--- src/design/afcs_pkg.sv ---
package afcs_pkg;

   localparam int unsigned VolW = 16;
   localparam int unsigned IdW = 16;
   localparam int unsigned TickW = 16;
   localparam int unsigned ElapsedW = 17;
   localparam logic [VolW-1:0] FullScale = 16'd32768;
   localparam logic [ElapsedW-1:0] ElapsedMax = 17'h1FFFF;

   // opcodes of the request transaction
   localparam logic [2:0] OpTick = 3'd0;
   localparam logic [2:0] OpPlay = 3'd1;
   localparam logic [2:0] OpStop = 3'd2;
   localparam logic [2:0] OpSwitch = 3'd3;
   localparam logic [2:0] OpCross = 3'd4;

   // sequencer modes
   localparam logic [2:0] ModeIdle = 3'd0;
   localparam logic [2:0] ModePlaying = 3'd1;
   localparam logic [2:0] ModeFadeIn = 3'd2;
   localparam logic [2:0] ModeFadeOut = 3'd3;
   localparam logic [2:0] ModeSwitchOut = 3'd4;
   localparam logic [2:0] ModeCross = 3'd5;

   typedef struct packed {
      logic [2:0] opcode;
      logic [IdW-1:0] track_id;
      logic loop_flag;
      logic [VolW-1:0] target_volume;
      logic [TickW-1:0] fade_in_ticks;
      logic [TickW-1:0] fade_out_ticks;
      logic [TickW-1:0] delta_ticks;
   } req_type;

   typedef struct packed {
      logic [2:0] mode;
      logic main_active;
      logic [IdW-1:0] main_track;
      logic main_loop;
      logic [VolW-1:0] main_level;
      logic main_started;
      logic aux_active;
      logic [IdW-1:0] aux_track;
      logic [VolW-1:0] aux_level;
      logic aux_stopped;
   } rsp_type;

   // scale request to the divide unit: target * num / den
   typedef struct packed {
      logic start;
      logic [VolW-1:0] target;
      logic [TickW-1:0] num;
      logic [TickW-1:0] den;
   } div_req_type;

   typedef struct packed {
      logic done;
      logic [VolW-1:0] quot;
   } div_rsp_type;

endpackage

--- src/design/afcs_if.sv ---
interface afcs_req_if;
   import afcs_pkg::*;
   logic valid;
   logic ready;
   req_type payload;
   modport source (output valid, output payload, input ready);
   modport sink (input valid, input payload, output ready);
endinterface

interface afcs_rsp_if;
   import afcs_pkg::*;
   logic valid;
   logic ready;
   rsp_type payload;
   modport source (output valid, output payload, input ready);
   modport sink (input valid, input payload, output ready);
endinterface

--- src/design/audio_fade_crossfade_sequencer.sv ---
// Fade and crossfade sequencer for a main and an auxiliary playback channel.
// req channel: one transaction per command (tick, play, stop, switch,
// crossfade); rsp channel: exactly one transaction per request, giving the
// channel state after the command, with start and stop pulses.
// Commands that need no ramp level skip the divider and answer directly. A tick
// in a running ramp drives the shared 32-step restoring divider once for the
// main level and once more for the auxiliary level in a crossfade before the
// response is set. One request is handled at a time; req_ready is low from
// acceptance until the response is taken.
// The response sits in an output register; while the receiver stalls it is
// held and no new request is accepted.
// Reset (synchronous, active high) idles both channels: ids 0, targets full
// scale, loop set, levels 0, mode idle, response register empty.
module audio_fade_crossfade_sequencer (
   input logic clock,
   input logic reset,
   afcs_req_if.sink req,
   afcs_rsp_if.source rsp
);
   import afcs_pkg::*;

   typedef enum logic [4:0] {
      StIdle = 5'b00001,
      StMain = 5'b00010,
      StAux = 5'b00100,
      StWait = 5'b01000,
      StOut = 5'b10000
   } state_type;

   state_type st_ff, st_in;

   logic [2:0] mode_ff, mode_in;
   logic mv_ff, mv_in, ml_ff, ml_in, av_ff, av_in, al_ff, al_in;
   logic [IdW-1:0] mid_ff, mid_in, aid_ff, aid_in;
   logic [VolW-1:0] mt_ff, mt_in, mlev_ff, mlev_in, at_ff, at_in, alev_ff, alev_in;
   logic [TickW-1:0] fin_ff, fin_in, fout_ff, fout_in, cl_ff, cl_in;
   logic [ElapsedW-1:0] el_ff, el_in;
   logic ps_ff, ps_in, pst_ff, pst_in;
   logic needm_ff, needm_in, needa_ff, needa_in;
   logic [TickW-1:0] mnum_ff, mnum_in, mden_ff, mden_in, anum_ff, anum_in;
   logic rv_ff, rv_in;
   div_req_type dreq;
   div_rsp_type drsp;

   afcs_scale_div u_div (.clock(clock), .reset(reset), .div_req(dreq), .div_rsp(drsp));

   // command evaluation: mirrors the sequencer rules, divisions are deferred
   always_comb begin
      logic [2:0] op;
      logic lp;
      logic [IdW-1:0] id;
      logic [VolW-1:0] vol;
      logic [TickW-1:0] fin, fout, len;
      logic [ElapsedW:0] sum;
      logic mm, mp, do_play, clr_all;
      logic [IdW-1:0] pid;
      logic [VolW-1:0] pvol;
      logic plp;
      logic [TickW-1:0] pfin;

      op = req.payload.opcode;
      id = req.payload.track_id;
      lp = req.payload.loop_flag;
      vol = (req.payload.target_volume > FullScale) ? FullScale : req.payload.target_volume;
      fin = req.payload.fade_in_ticks;
      fout = req.payload.fade_out_ticks;
      sum = '0;
      len = '0;
      do_play = 1'b0;
      clr_all = 1'b0;
      pid = id;
      pvol = vol;
      plp = lp;
      pfin = fin;

      mode_in = mode_ff; mv_in = mv_ff; ml_in = ml_ff; av_in = av_ff; al_in = al_ff;
      mid_in = mid_ff; aid_in = aid_ff; mt_in = mt_ff; at_in = at_ff;
      mlev_in = mlev_ff; alev_in = alev_ff;
      fin_in = fin_ff; fout_in = fout_ff; cl_in = cl_ff; el_in = el_ff;
      ps_in = ps_ff; pst_in = pst_ff;
      needm_in = 1'b0; needa_in = 1'b0;
      mnum_in = mnum_ff; mden_in = mden_ff; anum_in = anum_ff;

      mm = (mode_ff != ModeSwitchOut) && mv_ff && (mid_ff == id) && (mt_ff == vol)
         && (ml_ff == lp);
      mp = (mode_ff == ModeSwitchOut) && (aid_ff == id) && (at_ff == vol) && (al_ff == lp);

      if (st_ff == StIdle && req.valid) begin
         ps_in = 1'b0;
         pst_in = 1'b0;
         case (op)
            OpTick: begin
               if (mode_ff >= ModeFadeIn && mode_ff <= ModeCross) begin
                  sum = {1'b0, el_ff} + (ElapsedW + 1)'(req.payload.delta_ticks);
                  el_in = sum[ElapsedW] ? ElapsedMax : sum[ElapsedW-1:0];
                  case (mode_ff)
                     ModeFadeIn: begin
                        if (el_in > {1'b0, fin_ff}) begin
                           mlev_in = mt_ff; mode_in = ModePlaying;
                        end else begin
                           needm_in = 1'b1; mnum_in = el_in[TickW-1:0]; mden_in = fin_ff;
                        end
                     end
                     ModeFadeOut, ModeSwitchOut: begin
                        if (el_in > {1'b0, fout_ff}) begin
                           clr_all = 1'b1;
                           if (mode_ff == ModeSwitchOut) begin
                              do_play = 1'b1;
                              pid = aid_ff; pvol = at_ff; plp = al_ff; pfin = fin_ff;
                           end
                        end else begin
                           needm_in = 1'b1;
                           mnum_in = fout_ff - el_in[TickW-1:0];
                           mden_in = fout_ff;
                        end
                     end
                     default: begin
                        if (el_in > {1'b0, cl_ff}) begin
                           mlev_in = mt_ff; mode_in = ModePlaying;
                           if (av_ff) begin
                              av_in = 1'b0; aid_in = '0; at_in = FullScale;
                              al_in = 1'b1; alev_in = '0; pst_in = 1'b1;
                           end
                        end else begin
                           needm_in = 1'b1; mnum_in = el_in[TickW-1:0]; mden_in = cl_ff;
                           needa_in = av_ff; anum_in = cl_ff - el_in[TickW-1:0];
                        end
                     end
                  endcase
               end
            end
            OpPlay: do_play = 1'b1;
            OpStop: begin
               if (!(mode_ff == ModeIdle && !mv_ff && !av_ff)) begin
                  if (fout == '0) clr_all = 1'b1;
                  else if (mode_ff != ModeFadeOut) begin
                     mode_in = ModeFadeOut; fout_in = fout; el_in = '0;
                  end
               end
            end
            OpSwitch: begin
               if (!(mm || mp)) begin
                  if (fout == '0 || !mv_ff) do_play = 1'b1;
                  else begin
                     if (av_ff) begin
                        av_in = 1'b0; alev_in = '0; pst_in = 1'b1;
                     end
                     aid_in = id; at_in = vol; al_in = lp;
                     mode_in = ModeSwitchOut; fout_in = fout; fin_in = fin; el_in = '0;
                  end
               end
            end
            OpCross: begin
               if (!(mm || mp)) begin
                  if (!mv_ff || fin == '0) do_play = 1'b1;
                  else begin
                     if (av_ff) pst_in = 1'b1;
                     av_in = 1'b1; aid_in = mid_ff; at_in = mt_ff; al_in = ml_ff;
                     alev_in = mlev_ff;
                     mv_in = 1'b1; mid_in = id; mt_in = vol; ml_in = lp; mlev_in = '0;
                     ps_in = 1'b1;
                     mode_in = ModeCross; cl_in = fin; el_in = '0;
                  end
               end
            end
            default: ;
         endcase

         // immediate stop of both channels
         if (clr_all) begin
            if (mv_ff) begin
               mv_in = 1'b0; mid_in = '0; mt_in = FullScale; ml_in = 1'b1; mlev_in = '0;
            end
            if (av_ff) begin
               av_in = 1'b0; aid_in = '0; at_in = FullScale; al_in = 1'b1; alev_in = '0;
               pst_in = 1'b1;
            end
            mode_in = ModeIdle;
         end

         // play: direct requests are checked against the state before this
         // transaction; the switch completion plays on a cleared main
         if (do_play) begin
            len = pfin;
            if (op != OpTick && mm) begin
               if (mode_ff == ModeFadeOut) mode_in = ModePlaying;
            end else if (op != OpTick && mp) begin
               mode_in = mode_ff;
            end else begin
               if (op != OpTick) begin
                  if (mv_ff) begin
                     mid_in = '0; mt_in = FullScale; ml_in = 1'b1;
                  end
                  if (av_ff) begin
                     av_in = 1'b0; aid_in = '0; at_in = FullScale; al_in = 1'b1;
                     alev_in = '0; pst_in = 1'b1;
                  end
               end
               mv_in = 1'b1; mid_in = pid; mt_in = pvol; ml_in = plp; ps_in = 1'b1;
               if (len == '0) begin
                  mlev_in = pvol; mode_in = ModePlaying;
               end else begin
                  mlev_in = '0; mode_in = ModeFadeIn; fin_in = len; el_in = '0;
               end
            end
         end
      end
   end

   // sequencer: evaluate, then run the shared divider for main and aux levels
   always_comb begin
      st_in = st_ff;
      rv_in = rv_ff;
      dreq.start = 1'b0;
      dreq.target = mt_ff;
      dreq.num = mnum_ff;
      dreq.den = mden_ff;
      case (st_ff)
         StIdle: if (req.valid) st_in = StMain;
         StMain: begin
            if (needm_ff) begin
               dreq.start = 1'b1; st_in = StWait;
            end else if (needa_ff) begin
               dreq.start = 1'b1; dreq.target = at_ff; dreq.num = anum_ff;
               st_in = StAux;
            end else begin
               rv_in = 1'b1; st_in = StOut;
            end
         end
         StWait, StAux: if (drsp.done) st_in = StMain;
         StOut: if (rsp.ready) begin
            rv_in = 1'b0; st_in = StIdle;
         end
         default: st_in = StIdle;
      endcase
   end

   always_ff @(posedge clock) begin
      if (reset) begin
         st_ff <= StIdle;
         rv_ff <= 1'b0;
         mode_ff <= ModeIdle;
         mv_ff <= 1'b0; mid_ff <= '0; mt_ff <= FullScale; ml_ff <= 1'b1; mlev_ff <= '0;
         av_ff <= 1'b0; aid_ff <= '0; at_ff <= FullScale; al_ff <= 1'b1; alev_ff <= '0;
         fin_ff <= '0; fout_ff <= '0; cl_ff <= '0; el_ff <= '0;
         ps_ff <= 1'b0; pst_ff <= 1'b0;
         needm_ff <= 1'b0; needa_ff <= 1'b0;
      end else begin
         st_ff <= st_in;
         rv_ff <= rv_in;
         if (st_ff == StIdle) begin
            mode_ff <= mode_in;
            mv_ff <= mv_in; mid_ff <= mid_in; mt_ff <= mt_in; ml_ff <= ml_in;
            av_ff <= av_in; aid_ff <= aid_in; at_ff <= at_in; al_ff <= al_in;
            fin_ff <= fin_in; fout_ff <= fout_in; cl_ff <= cl_in; el_ff <= el_in;
            ps_ff <= ps_in; pst_ff <= pst_in;
            mlev_ff <= mlev_in; alev_ff <= alev_in;
            needm_ff <= needm_in; needa_ff <= needa_in;
         end else if (drsp.done && st_ff == StWait) begin
            mlev_ff <= drsp.quot; needm_ff <= 1'b0;
         end else if (drsp.done && st_ff == StAux) begin
            alev_ff <= drsp.quot; needa_ff <= 1'b0;
         end
      end
      if (st_ff == StIdle) begin
         mnum_ff <= mnum_in; mden_ff <= mden_in; anum_ff <= anum_in;
      end
   end

   assign req.ready = (st_ff == StIdle);
   assign rsp.valid = rv_ff;
   assign rsp.payload.mode = mode_ff;
   assign rsp.payload.main_active = mv_ff;
   assign rsp.payload.main_track = mid_ff;
   assign rsp.payload.main_loop = ml_ff;
   assign rsp.payload.main_level = mlev_ff;
   assign rsp.payload.main_started = ps_ff;
   assign rsp.payload.aux_active = av_ff;
   assign rsp.payload.aux_track = aid_ff;
   assign rsp.payload.aux_level = alev_ff;
   assign rsp.payload.aux_stopped = pst_ff;

endmodule

--- src/design/afcs_scale_div.sv ---
module afcs_scale_div (
   input logic clock,
   input logic reset,
   input afcs_pkg::div_req_type div_req,
   output afcs_pkg::div_rsp_type div_rsp
);
   import afcs_pkg::*;

   localparam int unsigned ProdW = VolW + TickW;
   localparam int unsigned CntW = $clog2(ProdW + 1);

   logic busy_ff, busy_in;
   logic [CntW-1:0] cnt_ff, cnt_in;
   logic [ProdW-1:0] prod_ff, prod_in;
   logic [TickW-1:0] rem_ff, rem_in;
   logic [TickW-1:0] den_ff, den_in;
   logic done_ff, done_in;
   logic [TickW:0] trial;

   // one restoring step a cycle, quotient bits shift into the product register
   always_comb begin
      busy_in = busy_ff;
      cnt_in = cnt_ff;
      prod_in = prod_ff;
      rem_in = rem_ff;
      den_in = den_ff;
      done_in = 1'b0;
      trial = {rem_ff, prod_ff[ProdW-1]};
      if (div_req.start) begin
         busy_in = 1'b1;
         cnt_in = CntW'(ProdW);
         prod_in = div_req.target * div_req.num;
         rem_in = '0;
         den_in = div_req.den;
      end else if (busy_ff) begin
         if (trial >= {1'b0, den_ff}) begin
            rem_in = trial[TickW-1:0] - den_ff;
            prod_in = {prod_ff[ProdW-2:0], 1'b1};
         end else begin
            rem_in = trial[TickW-1:0];
            prod_in = {prod_ff[ProdW-2:0], 1'b0};
         end
         cnt_in = cnt_ff - 1'b1;
         if (cnt_ff == CntW'(1)) begin
            busy_in = 1'b0;
            done_in = 1'b1;
         end
      end
   end

   always_ff @(posedge clock) begin
      if (reset) begin
         busy_ff <= 1'b0;
         done_ff <= 1'b0;
         cnt_ff <= '0;
      end else begin
         busy_ff <= busy_in;
         done_ff <= done_in;
         cnt_ff <= cnt_in;
      end
      prod_ff <= prod_in;
      rem_ff <= rem_in;
      den_ff <= den_in;
   end

   // zero length gives zero; quotient never exceeds target so it fits
   assign div_rsp.done = done_ff;
   assign div_rsp.quot = (den_ff == '0) ? '0 : prod_ff[VolW-1:0];

endmodule
--- src/flat_wrapper.sv ---
// flat-port wrapper written by rule: the top's interface ports become plain ports
module audio_fade_crossfade_sequencer_flat import afcs_pkg::*;
  (clock, reset, req_valid, req_payload, req_ready, rsp_valid, rsp_payload, rsp_ready);
  afcs_req_if req_i ();
  afcs_rsp_if rsp_i ();
  input logic clock;
  input logic reset;
  input wire logic [$bits(req_i.valid)-1:0] req_valid;
  input wire logic [$bits(req_i.payload)-1:0] req_payload;
  output wire logic [$bits(req_i.ready)-1:0] req_ready;
  output wire logic [$bits(rsp_i.valid)-1:0] rsp_valid;
  output wire logic [$bits(rsp_i.payload)-1:0] rsp_payload;
  input wire logic [$bits(rsp_i.ready)-1:0] rsp_ready;
  assign req_i.valid = req_valid;
  assign req_i.payload = req_payload;
  assign req_ready = req_i.ready;
  assign rsp_valid = rsp_i.valid;
  assign rsp_payload = rsp_i.payload;
  assign rsp_i.ready = rsp_ready;
  audio_fade_crossfade_sequencer u_core (.clock(clock), .reset(reset), .req(req_i), .rsp(rsp_i));
endmodule
--- config.mk ---
export PLATFORM = sky130hd
export DESIGN_NAME = audio_fade_crossfade_sequencer_flat
export DESIGN_NICKNAME = d
export VERILOG_FILES = /design/src/design/afcs_pkg.sv /design/src/design/afcs_if.sv /design/src/design/audio_fade_crossfade_sequencer.sv /design/src/design/afcs_scale_div.sv /design/src/flat_wrapper.sv
export SDC_FILE = /design/constraint.sdc
export NUM_CORES = 2
export LEC_CHECK = 0
export BUFFER_PORTS_ARGS = -buffer_cell sky130_fd_sc_hd__buf_2
export CAP_MARGIN = 20
export CORE_ASPECT_RATIO = 1.5
export CORE_MARGIN = 2
export CORE_UTILIZATION = 62
export CTS_CLUSTER_SIZE = 40
export DETAILED_ROUTE_END_ITERATION = 10
export HOLD_SLACK_MARGIN = 0.06
export MAX_ROUTING_LAYER = met4
export PLACE_DENSITY = 0.81
export SLEW_MARGIN = 20
export SYNTH_ARGS = -nofsm -noshare
export SYNTH_HDL_FRONTEND = slang
export SYNTH_SLANG_ARGS = --single-unit
--- constraint.sdc ---
create_clock -name clock -period 29.3 [get_ports clock]
set_clock_uncertainty 0.15 [all_clocks]
set_input_delay 5.86 -clock clock [delete_from_list [all_inputs] [get_ports clock]]
set_output_delay 5.86 -clock clock [all_outputs]
set_load 0.03 [all_outputs]
==> results_dict.tcl <==
set metrics [dict create \
    run_status "finished, final reports clean" \
    crit_path_max_fanout 62 \
    synth_area_um2 27900 \
    post_synth_mux_area_share_pct 2.49 \
    cts_max_path_buffers 3 \
    crit_buf_inv 3 \
    arrival_ns 12.69 \
    synth-main-ff-cell "sky130_fd_sc_hd__dfxtp_1" \
    clk_root_buffer_cell "sky130_fd_sc_hd__clkbuf_16" \
    post_layout_min_period_ns 12.35 \
    final-setup-viol-count 0 \
    type_of_the_tightest_min_delay_check "reg -> reg" \
    final_antenna_net_count 0 \
    postCtsSetupRepairBufs 0 \
    post_synthesis_async_set_or_reset_flop_share_pct 0 \
    design.portCount 162 \
    crit_path_frequent_cell "sky130_fd_sc_hd__o21ai_0" \
    crit_slowest_cell "sky130_fd_sc_hd__a2111oi_0" \
    maximum_number_of_pins_on_one_net_before_global_route_repair 69 \
    die_height_um 264 \
    netlist-cell-type-count 86 \
    final_layout_size_suffix_gt1_share_pct 9.48 \
    synth_area_leaders "sky130_fd_sc_hd__dfxtp_1 15%, sky130_fd_sc_hd__fa_1 14%, sky130_fd_sc_hd__edfxtp_1 10%" \
    cts_hold_repair.buffers 0 \
    numCtsBuffers 30 \
    clock_sinks 298 \
    global_placer_s_final_weighted_congestion 1.05 \
    timing.critical_path.to_type "flop" \
    avgRoutedWirePerCell_um 24.4 \
    static-leakage-power_nw 12.9 \
    die_w_um 177 \
    port_buffers 161 \
    max_slew.worst_pin.slew_ns 1.25 \
    area_of_the_die_um2 46700 \
    post_synth_fa_ha_maj_area_fraction_pct 23.9 \
    r2r.worst_path.cells 26 \
    synth_cells 3323 \
    yosys.area.top_type "sky130_fd_sc_hd__dfxtp_1" \
    multiInputGateArea_um2 18700 \
    final.period_utilization_pct 42.1 \
    drt-vias-per-instance 6.55 \
    area_growth_pct 8.16 \
    vdd_drop_max_mv 0.0610 \
    antenna_found_initial 5 \
    ctsHtreeMaxLevel 1 \
    post_synth_most_frequent_cells "423 x sky130_fd_sc_hd__inv_1, 350 x sky130_fd_sc_hd__nand2_1, 267 x sky130_fd_sc_hd__nor2_1" \
    drt_drc_violations_left 0 \
    worst_ep_required_time_ns 29.64 \
    regToRegEndpoint "u_core.u_div.prod_ff[30]$_DFFE_PP_" \
    totalNegativeSetupSlack_ns 0 \
    drt-initial-drc-count 2618 \
    place_hpwl_mm 75.0 \
    synth.yosys.seq_area_share_pct 24.8 \
    path_class "in -> reg" \
    number_of_maximum_capacitance_violations 0 \
    detail_route.wirelength_mm 97.2 \
    numPlacedInstances 3921 \
    fin_nets 3873 \
    grt_pass1_vias 26100 \
    synth-xor-area-share_pct 4.05 \
    tritoncts "done" \
    design.core.area_um2 44600 \
    r2r-start "u_core.st_ff[0]$_SDFFE_PP1P_" \
    hold-path-cell-count 0 \
    timing.max_slew.rel_slack_pct 16.4 \
    min_from "u_core.mden_ff[7]$_DFFE_PP_" \
    worstPathCellList "buf_2 > ha_1 > a211oi_1 > o21ai_0 > a41o_1 > a21o_1 > and2_1 > nor2_1 > inv_1 > ha_1 > a21oi_1 > o21ai_0 > a2111oi_0 > a31o_2 > a21bo_2 > a31o_2 > o21ai_4 > buf_4 > a31oi_2 > o21ai_0" \
    finalNonFillerCells 3982 \
    synth.ff_latch_count 298 \
    final-hold-violation-count 0 \
    drt_first_pass_iters 8 \
    fillerInstances 3724 \
    grt_pass1_wl_mm 147 \
    groute.usage.overall_pct 42.3 \
    area.sequential_um2 6930 \
    post_cts_resize_count 0 \
    maximum_single_stage_delay_on_the_critical_path_ns 0.69 \
    yosysWarningCount 0 \
    initial_core_util_pct 62.5 \
    worstSetupStartpointType "primary input" \
    yosysTopAreaCellShare_pct 14.5 \
    power.density_nw_per_um2 51.3 \
    vias 26100 \
    rsz_0062_raised_after_global_routing "no" \
    std_cell_rows 95 \
    timing.final.max_slew_violations 0 \
    grt_overflow 0 \
    achievable-frequency_ghz 0.0810 \
    synthMostInstantiatedCell "sky130_fd_sc_hd__inv_1" \
    final_core_util_pct 67.6 \
    clkSlewWorstSetupHoldPaths_ns 0.07 \
    synth_top_family_by_area "adder cells" \
    synthesis.nets 3825 \
    cpLargestDelayFamily "compound AO/OA/AOI/OAI gates" \
    compound_cell_area_share_of_the_yosys_netlist_pct 20.3 \
    number_of_enable_flip_flop_cells_after_synthesis 96 \
    post_synth.cell_area_avg_um2 8.39 \
    p_total_mw 1.55 \
    ff2ff_setup_slack_ns 19.72 \
    timing.hold.worst_endpoint "u_core.u_div.den_ff[7]$_DFFE_PP_" \
    synthSimpleGateAreaFrac_pct 16.0 \
    clk_latency_ns 0.60 \
]
==> worst register-to-register path, delay by kind of cell, from the launching register on <==
kind                     cells  cell delay, ns
flip-flops                   1            0.38
AO/OA/AOI/OAI                5            2.00
adder cells (fa/ha/maj)      7            3.46
buffers and inverters        4            0.47
AND/OR/NAND/NOR             10            2.95
==> layout make-up <==
class / instances / share of cell area (%)
antenna: 5 / 0.0415
clock buffer: 34 / 2.71
clock inverter: 22 / 0.938
inverter: 425 / 5.29
multi-input combinational: 2414 / 61.9
sequential: 298 / 23.0
tap: 582 / 2.41
timing repair buffer: 202 / 3.70
==> logic make-up after synthesis <==
group                    after synthesis
XOR/XNOR                             129
multiplexers                          67
AO/OA/AOI/OAI                        838
flip-flops                           298
buffers and inverters                611
adder cells (fa/ha/maj)              414
AND/OR/NAND/NOR                      966
==> worst max-delay path by stage <==
stage | start | cells after the start | slack [ns] | end
3_3_place_gp | req_payload[1] | 20 | 16.94 | u_core.alev_ff[0]$_SDFFE_PP0P_
4_1_cts | req_payload[1] | 20 | 17.20 | u_core.alev_ff[9]$_SDFFE_PP0P_
5_1_grt | req_payload[1] | 20 | 16.65 | u_core.alev_ff[9]$_SDFFE_PP0P_
2_1_floorplan | req_payload[1] | 20 | 13.64 | u_core.mden_ff[0]$_DFFE_PP_
3_5_place_dp | req_payload[1] | 20 | 16.69 | u_core.alev_ff[15]$_SDFFE_PP0P_
6_report | req_payload[1] | 20 | 16.95 | u_core.alev_ff[9]$_SDFFE_PP0P_
==> power by group <==
group          switching [mW]  leakage (nW)  internal [mW]
registers              0.0447          2.48          0.458
logic                   0.412          9.92          0.201
clock network           0.183         0.532          0.248
==> metal layers <==
metal	part of all wire (%)	track usage [%]	routed length, µm
met5	0	-	0
met4	9.5	33.4	9250
met3	7.9	7.48	7660
met2	49	69.6	47500
met1	34	44.4	32800
==> metrics by stage <==
stage	hold WS, ns	worst slack (ns)	area (µm²)
after floorplan	0.250	13.64	27900
after global placement	0.250	16.94	29000
after detailed placement	0.256	16.69	29000
after CTS	0.264	17.20	30100
after global routing	0.277	16.65	30200
final	0.266	16.95	30200
==> registers in the layout, summed over array words and instances, names as in the netlist, 3 cells and up <==
register / flops
u_core.fin_ff: 16
u_core.mlev_ff: 16
u_core.aid_ff: 16
u_core.mden_ff: 16
u_core.el_ff: 17
u_core.alev_ff: 16
u_core.u_div.rem_ff: 16
u_core.fout_ff: 16
u_core.mt_ff: 16
u_core.u_div.prod_ff: 32
u_core.u_div.cnt_ff: 6
u_core.mid_ff: 16
u_core.mode_ff: 3
u_core.mnum_ff: 16
u_core.anum_ff: 16
u_core.st_ff: 5
u_core.at_ff: 16
u_core.u_div.den_ff: 16
u_core.cl_ff: 16
==> cell usage in the layout, fill, tap and decap left out, drive strengths merged, types with 60 or more instances in the layout <==
cell type / count
a21oi: 192
a22oi: 60
buf: 202
dfxtp: 202
edfxtp: 96
fa: 198
ha: 216
inv: 426
nand2: 350
nand3: 79
nor2: 268
o21ai: 184
xnor2: 77
Note: power is estimated with default switching activity, not from simulation.
